[src/apf_pkg.sv]
// shared types, constants and limit derivation for the autofire pulse filter
package apf_pkg;

    // counter width and derived widths
    localparam int TIME_WIDTH = 16;
    localparam int LIM_W      = 16;
    localparam int CMP_W      = (TIME_WIDTH > LIM_W) ? TIME_WIDTH : LIM_W;
    localparam int SUM_W      = CMP_W + 1;

    // configuration port
    localparam int CFG_W     = 17;
    localparam int CFG_IDX_W = 2;
    localparam logic [CFG_IDX_W-1:0] CFG_RATE    = 2'd0;
    localparam logic [CFG_IDX_W-1:0] CFG_DELAY   = 2'd1;
    localparam logic [CFG_IDX_W-1:0] CFG_SUSTAIN = 2'd2;

    // register reset values
    localparam logic [LIM_W-1:0] RATE_RESET    = 16'd50;
    localparam logic [LIM_W-1:0] DELAY_RESET   = 16'd0;
    localparam logic [CFG_W-1:0] SUSTAIN_RESET = 17'h1FFFF;

    // default high time when sustain is negative
    localparam logic [LIM_W-1:0] DEFAULT_HIGH = 16'd50;

    // item kinds
    localparam logic FUNC_TICK   = 1'b0;
    localparam logic FUNC_SAMPLE = 1'b1;

    // pulse phases
    typedef enum logic [1:0] {
        PH_IDLE  = 2'd0,
        PH_DELAY = 2'd1,
        PH_HIGH  = 2'd2,
        PH_LOW   = 2'd3
    } phase_t;

    // per-phase limits
    typedef struct packed {
        logic [LIM_W-1:0] delay;
        logic [LIM_W-1:0] high;
        logic [LIM_W-1:0] low;
    } limits_t;

    // derive delay, high and low times from the register values
    function automatic limits_t derive_limits(
        input logic [LIM_W-1:0] rate_ms,
        input logic [LIM_W-1:0] delay_ms,
        input logic [CFG_W-1:0] sustain_ms
    );
        limits_t          lim;
        logic [LIM_W-1:0] rate;
        logic [LIM_W-1:0] half;
        logic [LIM_W-1:0] high;
        rate = (rate_ms == '0) ? LIM_W'(1) : rate_ms;
        half = rate >> 1;
        if (sustain_ms[CFG_W-1])
        begin
            high = (half < DEFAULT_HIGH) ? DEFAULT_HIGH : half;
        end
        else
        begin
            high = sustain_ms[LIM_W-1:0];
        end
        if (high == '0)
        begin
            high = LIM_W'(1);
        end
        if (high >= rate)
        begin
            high = (rate > LIM_W'(1)) ? (rate - LIM_W'(1)) : LIM_W'(1);
        end
        lim.delay = delay_ms;
        lim.high  = high;
        lim.low   = rate - high;
        return lim;
    endfunction

endpackage

[src/apf_cfg.sv]
// configuration registers and registered phase limits
module apf_cfg (
    input  logic                           clk,
    input  logic                           rst_n,
    input  logic                           cfg_we,
    input  logic [apf_pkg::CFG_IDX_W-1:0]  cfg_index,
    input  logic [apf_pkg::CFG_W-1:0]      cfg_data,
    output apf_pkg::limits_t               limits
);
    import apf_pkg::*;

    logic [LIM_W-1:0] rate_reg;
    logic [LIM_W-1:0] delay_reg;
    logic [CFG_W-1:0] sustain_reg;
    limits_t          limits_reg;
    limits_t          limits_next;

    // register writes; an index beyond the list is dropped
    always_ff @(posedge clk or negedge rst_n)
    begin
        if (!rst_n)
        begin
            rate_reg    <= RATE_RESET;
            delay_reg   <= DELAY_RESET;
            sustain_reg <= SUSTAIN_RESET;
        end
        else if (cfg_we)
        begin
            unique case (cfg_index)
                CFG_RATE:    rate_reg    <= cfg_data[LIM_W-1:0];
                CFG_DELAY:   delay_reg   <= cfg_data[LIM_W-1:0];
                CFG_SUSTAIN: sustain_reg <= cfg_data;
                default:     ;
            endcase
        end
    end

    // limit derivation
    always_comb
    begin
        limits_next = derive_limits(rate_reg, delay_reg, sustain_reg);
    end

    always_ff @(posedge clk or negedge rst_n)
    begin
        if (!rst_n)
        begin
            limits_reg <= derive_limits(RATE_RESET, DELAY_RESET, SUSTAIN_RESET);
        end
        else
        begin
            limits_reg <= limits_next;
        end
    end

    assign limits = limits_reg;

endmodule

[src/apf_core.sv]
// input register, pulse state update and result register
module apf_core (
    input  logic                           clk,
    input  logic                           rst_n,
    input  apf_pkg::limits_t               limits,
    input  logic                           in_valid,
    output logic                           in_stall,
    input  logic                           func,
    input  logic                           button,
    input  logic [15:0]                    delta_ms,
    output logic                           out_valid,
    input  logic                           out_stall,
    output logic                           level
);
    import apf_pkg::*;

    localparam logic [SUM_W-1:0] TIME_MAX = SUM_W'((64'd1 << TIME_WIDTH) - 64'd1);

    // input stage
    logic                   s1_valid_reg;
    logic                   s1_func_reg;
    logic                   s1_button_reg;
    logic [15:0]            s1_delta_reg;

    // pulse state and result
    logic                   held_reg;
    logic                   held_next;
    phase_t                 phase_reg;
    phase_t                 phase_next;
    logic [TIME_WIDTH-1:0]  elapsed_reg;
    logic [TIME_WIDTH-1:0]  elapsed_next;
    logic                   out_valid_reg;
    logic                   level_reg;
    logic                   level_next;

    logic                   out_ready;
    logic                   s1_fire;
    logic                   in_take;
    logic [SUM_W-1:0]       sum;
    logic [SUM_W-1:0]       sat;
    logic [LIM_W-1:0]       limit;

    // flow control: ticks always retire, samples need room in the result register
    assign out_ready = !out_valid_reg || !out_stall;
    assign s1_fire   = s1_valid_reg && ((s1_func_reg == FUNC_TICK) || out_ready);
    assign in_stall  = s1_valid_reg && !s1_fire;
    assign in_take   = in_valid && !in_stall;

    // input register
    always_ff @(posedge clk or negedge rst_n)
    begin
        if (!rst_n)
        begin
            s1_valid_reg <= 1'b0;
        end
        else if (in_take)
        begin
            s1_valid_reg <= 1'b1;
        end
        else if (s1_fire)
        begin
            s1_valid_reg <= 1'b0;
        end
    end

    always_ff @(posedge clk)
    begin
        if (in_take)
        begin
            s1_func_reg   <= func;
            s1_button_reg <= button;
            s1_delta_reg  <= delta_ms;
        end
    end

    // saturating counter add
    assign sum = SUM_W'(elapsed_reg) + SUM_W'(s1_delta_reg);
    assign sat = (sum > TIME_MAX) ? TIME_MAX : sum;

    // limit of the current phase
    always_comb
    begin
        unique case (phase_reg)
            PH_DELAY: limit = limits.delay;
            PH_HIGH:  limit = limits.high;
            PH_LOW:   limit = limits.low;
            default:  limit = '0;
        endcase
    end

    // next state for the transaction in the input register
    always_comb
    begin
        held_next    = held_reg;
        phase_next   = phase_reg;
        elapsed_next = elapsed_reg;
        level_next   = 1'b0;
        if (s1_func_reg == FUNC_TICK)
        begin
            if (held_reg && (phase_reg != PH_IDLE))
            begin
                if (sat >= SUM_W'(limit))
                begin
                    phase_next   = (phase_reg == PH_LOW) ? PH_HIGH : PH_LOW;
                    elapsed_next = '0;
                end
                else
                begin
                    elapsed_next = sat[TIME_WIDTH-1:0];
                end
            end
        end
        else if (!s1_button_reg)
        begin
            held_next    = 1'b0;
            phase_next   = PH_IDLE;
            elapsed_next = '0;
            level_next   = 1'b0;
        end
        else
        begin
            if (!held_reg)
            begin
                held_next    = 1'b1;
                elapsed_next = '0;
                phase_next   = (limits.delay != '0) ? PH_DELAY : PH_HIGH;
            end
            level_next = (phase_next != PH_LOW);
        end
    end

    // state and result register
    always_ff @(posedge clk or negedge rst_n)
    begin
        if (!rst_n)
        begin
            held_reg      <= 1'b0;
            phase_reg     <= PH_IDLE;
            elapsed_reg   <= '0;
            out_valid_reg <= 1'b0;
            level_reg     <= 1'b0;
        end
        else
        begin
            if (s1_fire)
            begin
                held_reg    <= held_next;
                phase_reg   <= phase_next;
                elapsed_reg <= elapsed_next;
            end
            if (s1_fire && (s1_func_reg == FUNC_SAMPLE))
            begin
                out_valid_reg <= 1'b1;
                level_reg     <= level_next;
            end
            else if (out_valid_reg && !out_stall)
            begin
                out_valid_reg <= 1'b0;
            end
        end
    end

    assign out_valid = out_valid_reg;
    assign level     = level_reg;

endmodule

[src/autofire_pulse_filter.sv]
// autofire pulse filter: an accepted sample passes the input register, then the result register
// throughput one transaction per cycle while no stall holds the input register; the counter add,
// limit compare and phase update are combinational between the input register and the state register
// ticks give no result; samples stall only while the result register is full and out_stall is high
// reset: not held, idle phase, counter 0, rate 50, delay 0, sustain -1
// config writes reach the phase limits through the config registers and then a limit register
module autofire_pulse_filter (
    input  logic                           clk,
    input  logic                           rst_n,
    input  logic                           cfg_we,
    input  logic [apf_pkg::CFG_IDX_W-1:0]  cfg_index,
    input  logic [apf_pkg::CFG_W-1:0]      cfg_data,
    input  logic                           in_valid,
    output logic                           in_stall,
    input  logic                           func,
    input  logic                           button,
    input  logic [15:0]                    delta_ms,
    output logic                           out_valid,
    input  logic                           out_stall,
    output logic                           level
);
    import apf_pkg::*;

    limits_t limits;

    // configuration and derived limits
    apf_cfg u_cfg (
        .clk       (clk),
        .rst_n     (rst_n),
        .cfg_we    (cfg_we),
        .cfg_index (cfg_index),
        .cfg_data  (cfg_data),
        .limits    (limits)
    );

    // pulse state machine and handshakes
    apf_core u_core (
        .clk       (clk),
        .rst_n     (rst_n),
        .limits    (limits),
        .in_valid  (in_valid),
        .in_stall  (in_stall),
        .func      (func),
        .button    (button),
        .delta_ms  (delta_ms),
        .out_valid (out_valid),
        .out_stall (out_stall),
        .level     (level)
    );

endmodule
[config.mk]
export PLATFORM = sky130hd
export DESIGN_NAME = autofire_pulse_filter
export DESIGN_NICKNAME = d
export VERILOG_FILES = /design/src/apf_pkg.sv /design/src/apf_cfg.sv /design/src/apf_core.sv /design/src/autofire_pulse_filter.sv
export SDC_FILE = /design/constraint.sdc
export NUM_CORES = 1
export LEC_CHECK = 0
export ABC_AREA = 1
export BUFFER_PORTS_ARGS = -buffer_cell sky130_fd_sc_hd__buf_4
export CAP_MARGIN = 20
export CORE_MARGIN = 2
export CORE_UTILIZATION = 30
export DETAILED_ROUTE_END_ITERATION = 8
export SLEW_MARGIN = 30
export SYNTH_ARGS = -nofsm -noshare
export SYNTH_HDL_FRONTEND = slang
export SYNTH_SLANG_ARGS = --single-unit
export TNS_END_PERCENT = 30
[constraint.sdc]
create_clock -name clk -period 4.2 [get_ports clk]
set_clock_uncertainty 0.05 [all_clocks]
set_input_delay 0.63 -clock clk [delete_from_list [all_inputs] [get_ports clk]]
set_output_delay 0.63 -clock clk [all_outputs]
set_load 0.05 [all_outputs]
==> run metrics, run 1 <==
CTS tree yes; layout cell share with drive strength beyond 1 between 15 and 20%; clock latency at the later pin of the worst-skew pair 0.43 ns; core area between 0.02 and 0.03 mm2; Reg clk slew, reported paths around 0.060 ns; Sw Share 41.4%; CTS Buffer Depth 2; CTS Hold Bufs 0; Pwr per Cell Area 679 mW/mm2; reg-to-reg slack, setup 0.31 ns; chip width 172 um; die footprint 0.0295 mm2; simple-gate share of the synthesized area between 20% and 30%; synthesized area around 0.0085 mm2; post-synthesis net count between 1000 and 1500; WS Path Type reg -> reg; post-DP HPWL approximately 16000 um; pre-CTS setup slack -0.00310 ns; first-pass GRT wire length 35000 um; Crit Path Max Fanout 6; static leakage ~5 nW; area share of the largest cell type after synthesis approximately 28%; Net Switching around 2.9 mW; Async SR Flop Fraction 86.9%; Die Y-Extent approximately 170 um; Slew headroom 56.0%; area delta synth->final 21.5%; Pwr Total 6.98 mW; ANT cells 0; Initial Util 30.4%; DR WL/cell between 10 and 15 um; combinational power share between 50% and 60%; GP Congestion about 0.92; GRT Total Usage between 10% and 20%; worst-case reg-to-reg path depth 21; largest area contributor in the synthesized netlist dfrtp_1; crit end category register; cells after synthesis about 1100; vias in the first global route slightly below 7000; Initial DRC Count slightly below 500; minimum clock period a little under 4 ns; Worst-Margin Slew 0.661 ns; Avg Inst Size Synth between 7 and 8 um2; Final setup viols 0; CTS H-Tree Depth 4; Setup WS post-layout between 0.3 and 0.4 ns; synthesis warning total 0; fmax 0.257 GHz; XOR/XNOR Fraction of Synth Area ~2.5%; internal power between 4 and 5 mW; Max VDD drop roughly 350 uV; Sequential Power Share a little over a quarter; total clock buffers created by CTS 17; via count ~7000; total gr overflow 0; share of total power in the clock network between 20% and 30%; via/cell ratio 4.64; nets@finish 1239; Port-buffer cells between 40 and 50; RR Endpoint u_cfg.limits[13]; Max Cap Viol 0; final slew viol count 0; Post-synth top cells nand2_1, inv_1, dfrtp_1; cells taking the most area after synthesis dfrtp_1, nand2_1, ha_1; dominant synthesized flop cell dfrtp_1; CP required 4.50 ns; clock sink count around 140; Post-Synth Adder-Cell Area roughly a tenth; antenna-violating nets left 0; antenna violations before repair 0; max reg flops 48; status finished clean; Final period util a little over 90%; DRC Markers 0; top-count cell post-synth nand2_1; Ports 45; FF-to-FF Start u_cfg.rate_reg[5]; CP startpoint kind register; Final Hold Vio Count 0; hold slack final ~0.18 ns; Total Wirelength between 20000 and 25000 um; synthesized flop and latch total about 140; CTS root buf clkbuf_16; pin count of the biggest net entering global routing 69; Post-synth EDFFs 18; library cells used by synthesis 46; # rows about 60; largest family of logic cells by synthesized area simple AND/OR/NAND/NOR gates; Worst Hold Class in -> async; post-synthesis mux area share 0%; Worst EP arrival roughly 4.2 ns; sequential-to-total area share from yosys stat between 40% and 50%; RSZ-0062 raised after global routing yes; drt pass-1 iters 5; post-synthesis compound-gate area fraction between 10 and 15%
repair_timing:
action / in CTS / in global routing
gates cloned: 0 / 1
pin swaps: 0 / 9
buffers inserted: 0 / 1
endpoints found under the setup margin: 1 / 11
gates resized for setup: 1 / 48
placed cells by master, fill, tap and decap left out, types with 20 or more instances in the layout:
cell type  instances
buf_4             75
nor2_1            79
dfrtp_1           92
inv_1            155
clkbuf_16         20
o21ai_0           66
dfstp_2           24
a21oi_1           47
nand4_1           20
nand3_1           47
ha_1              57
nand2_1          252
worst max-delay path: stages, from the launching register on:
cell and delay, ns:
dfstp_2 0.53, buf_4 0.16, inv_2 0.06, nand3_1 0.14, nor2_2 0.07, a21oi_4 0.26, ha_1 0.24, inv_1 0.08
nor2_2 0.16, nand2_1 0.14, nor3_2 0.27, or2_1 0.15, nand3_1 0.07, nand2_1 0.07, o21ai_1 0.11, ha_1 0.40
a21oi_1 0.17, nand2_1 0.07, inv_1 0.10, nand3_2 0.12, a31oi_1 0.21, xor2_1 0.16
stage by stage:
step	TNS (ns)	utilization (%)	std cells	area, um2
6_report	0	37.0	1521	10300
5_1_grt	-0.109	37.0	1521	10300
4_1_cts	0	36.0	1519	10000
3_5_place_dp	-0.00310	33.7	1487	9380
3_3_place_gp	0	33.7	1487	9370
2_1_floorplan	0	-	1071	8460
final cells by class:
cell class              count  area, um2
well taps                 378        473
repair buffers             79        648
inverters                 174        653
fillers                  2903      17500
flip-flops and latches    137       3550
multi-input cells         721       4320
clock inverters            12        135
clock buffers              20        489
worst max path at each step:
stage,end,startpoint
after floorplan,u_cfg.limits[14],u_cfg.sustain_reg[16]
after global placement,u_cfg.limits[14],u_cfg.sustain_reg[16]
after detailed placement,u_cfg.limits[15],u_cfg.sustain_reg[16]
after CTS,u_cfg.limits[15],u_cfg.rate_reg[14]
after global routing,u_cfg.limits[13],u_cfg.rate_reg[5]
final,u_cfg.limits[13],u_cfg.rate_reg[5]
cell families (layout without fill, tap and decap cells):
| kind of cell | after synthesis | count (layout) |
|---|---|---|
| compound gates | 193 | 193 |
| xor+xnor | 24 | 24 |
| fa+ha+maj | 67 | 67 |
| buf+inv | 213 | 285 |
| flops | 137 | 137 |
| simple gates | 437 | 437 |
power groups by stage:
stage / clock network [mW] / logic [mW] / registers (mW)
final: 1.57 / 3.49 / 1.91
after global routing: 1.67 / 3.99 / 1.95
after CTS: 1.61 / 3.23 / 1.91
after detailed placement: 0 / 3.20 / 1.93
after global placement: 0 / 3.16 / 1.93
after floorplan: 0 / 2.39 / 1.88
layer usage:
metal  global-route usage (%)  share of wire [%]  vias up
met2                     24.1                 45      122
met3                     3.14                3.7       28
met5                        0                  0        -
met1                     20.6                 50     3309
li1                         -                  -     3592
met4                     4.06                1.6        0
(Power assumes the default switching activity.)
==> inputs of run 2 (changes only) <==
- CELL_PAD_IN_SITES_DETAIL_PLACEMENT: unset -> 0
- CELL_PAD_IN_SITES_GLOBAL_PLACEMENT: unset -> 2
- PLACE_DENSITY_LB_ADDON: unset -> 0.1
==> run 2 against run 1 <==
Against the previous run:
- worst setup slack improved by 0.0012 ns
- critical path type unchanged
- clock-buffer cell count decreased by 3
- largest power group unchanged
- highest routed layer unchanged
- sequential power about the same
- via count increased by 0.94%
==> run metrics, run 2 (synthesized netlist as in run 1, its figures left out) <==
hold slack final 0.209 ns (+0.0305 ns); CTS root buf clkbuf_16; Final Hold Vio Count 0 (unchanged); core area 0.0278 mm2 (unchanged); Worst Hold Class in -> async; Die Y-Extent 172 um (unchanged); CTS H-Tree Depth 4 (unchanged); fmax 0.257 GHz (about the same); CTS tree yes; DR WL/cell 16.0 um (+16%); Port-buffer cells 44 (unchanged); Final period util 92.6% (about the same); # rows 61 (unchanged); status finished clean; Final setup viols 0 (unchanged); DP Area 0.00963 mm2 (+2.7%); Ports 45 (unchanged); Initial DRC Count 307 (-36%); GP Congestion 0.818 (-11%); CTS Buffer Depth 2 (unchanged); WS Path Type reg -> reg; CP required 4.47 ns (-0.03 ns); area delta synth->final 26.3%; Final Util 38.4% (+1.5 points); Pwr Total 7.50 mW (+7.5%); vias in the first global route 7251 (+4.1%); via count 7117 (+0.94%); ANT cells 0 (unchanged); reg-to-reg slack, setup 0.31 ns (about the same); drt pass-1 iters 4 (-1); GRT Total Usage 17.7% (+2.6 points); Worst-Margin Slew 0.817 ns (+0.156 ns); CP peak stage delay 0.38 ns (-0.15 ns); CTS Hold Bufs 0 (unchanged); Worst EP arrival 4.16 ns (-0.03 ns); post-DP HPWL 19600 um (+21%); minimum clock period 3.89 ns (-0.00121 ns); commonest non-fill, non-tap cell in the layout nand2_1; Layout Cells excl Fill 1562 (+2.7%); Initial Util 30.4% (unchanged); Crit Path Max Fanout 16 (+10); CP startpoint kind register; chip width 172 um (unchanged); layout cell share with drive strength beyond 1 23.6% (+3.9 points); Max VDD drop 279 uV (-19%); post-route cell area 0.0107 mm2 (+4.0%); clock latency at the later pin of the worst-skew pair 0.44 ns (about the same); slowest stage cell, crit path dfstp_2; pin count of the biggest net entering global routing 62 (-10%); pre-CTS setup slack 0.0378 ns (+0.0409 ns); antenna violations before repair 0 (unchanged); Slew headroom 45.5% (-10 points); Inst Count DP 1517 (+2.0%); DRC Markers 0 (unchanged); nets@finish 1280 (+3.3%); max reg flops 48 (unchanged); die footprint 0.0295 mm2 (unchanged); Reg clk slew, reported paths 0.07 ns (about the same); final slew viol count 0 (unchanged); total clock buffers created by CTS 17 (unchanged); Fin Setup TNS 0 ns (unchanged); Max Cap Viol 0 (unchanged); Total Wirelength 25000 um (+19%); total gr overflow 0 (unchanged); Pwr per Cell Area 702 mW/mm2 (+3.4%); static leakage 5.30 nW (+4.4%); clock sink count 137 (unchanged); crit end category register; antenna-violating nets left 0 (unchanged); Setup WS post-layout 0.309 ns (+0.00121 ns); crit-path most repeated cell nand2_1; via/cell ratio 4.56 (-1.7%); most frequent cells in the layout nand2_1, inv_1, buf_4; first-pass GRT wire length 39200 um (+12%)
[run 2: path summary, 6_finish.rpt]
check,startpoint,to,depth (start not counted)
setup reg to reg,u_cfg.sustain_reg[16],u_cfg.limits[15],32
hold / removal,rst_n,u_core.elapsed_reg[10],1
hold reg to reg,u_cfg.delay_reg[3],u_cfg.limits[35],0
min in group clk,delta_ms[2],u_core.s1_delta_reg[2],1
max in group asynchronous,rst_n,u_cfg.sustain_reg[10],2
setup / recovery,u_cfg.sustain_reg[16],u_cfg.limits[15],32
[run 2: worst max-delay path: cells and delay by family (launching register included)]
kind	cells	cell delay (ns)
AND/OR/NAND/NOR	16	1.15
buffers and inverters	8	0.81
adder cells (fa/ha/maj)	2	0.48
AO/OA/AOI/OAI	6	0.89
flip-flops	1	0.38
[run 2: timing repair]
action	in CTS	in global routing
endpoints found under the setup margin	0	12
gates resized for setup	0	70
setup buffers	0	10
[run 2: final cells by class]
type	instances	area [um2]
multi-input cells	721	4370
fillers	3016	17100
clock buffers	17	425
clock inverters	15	201
repair buffers	120	1010
well taps	378	473
flip-flops and latches	137	3550
inverters	174	656
[run 2: power breakdown]
| group | internal [mW] | total [mW] | leakage (nW) | switching [mW] |
|---|---|---|---|---|
| Sequential | 1.73 | 1.90 | 1.61 | 0.169 |
| Clock | 0.864 | 1.59 | 0.302 | 0.726 |
| Combinational | 1.72 | 4.01 | 3.38 | 2.30 |
[run 2: layer usage]
metal,up-vias,wire (um),track usage (%)
li1,3676,-,-
met1,3328,11500,21.9
met2,84,12400,31.2
met3,29,577,2.98
met4,0,531,5.55
met5,-,0,0
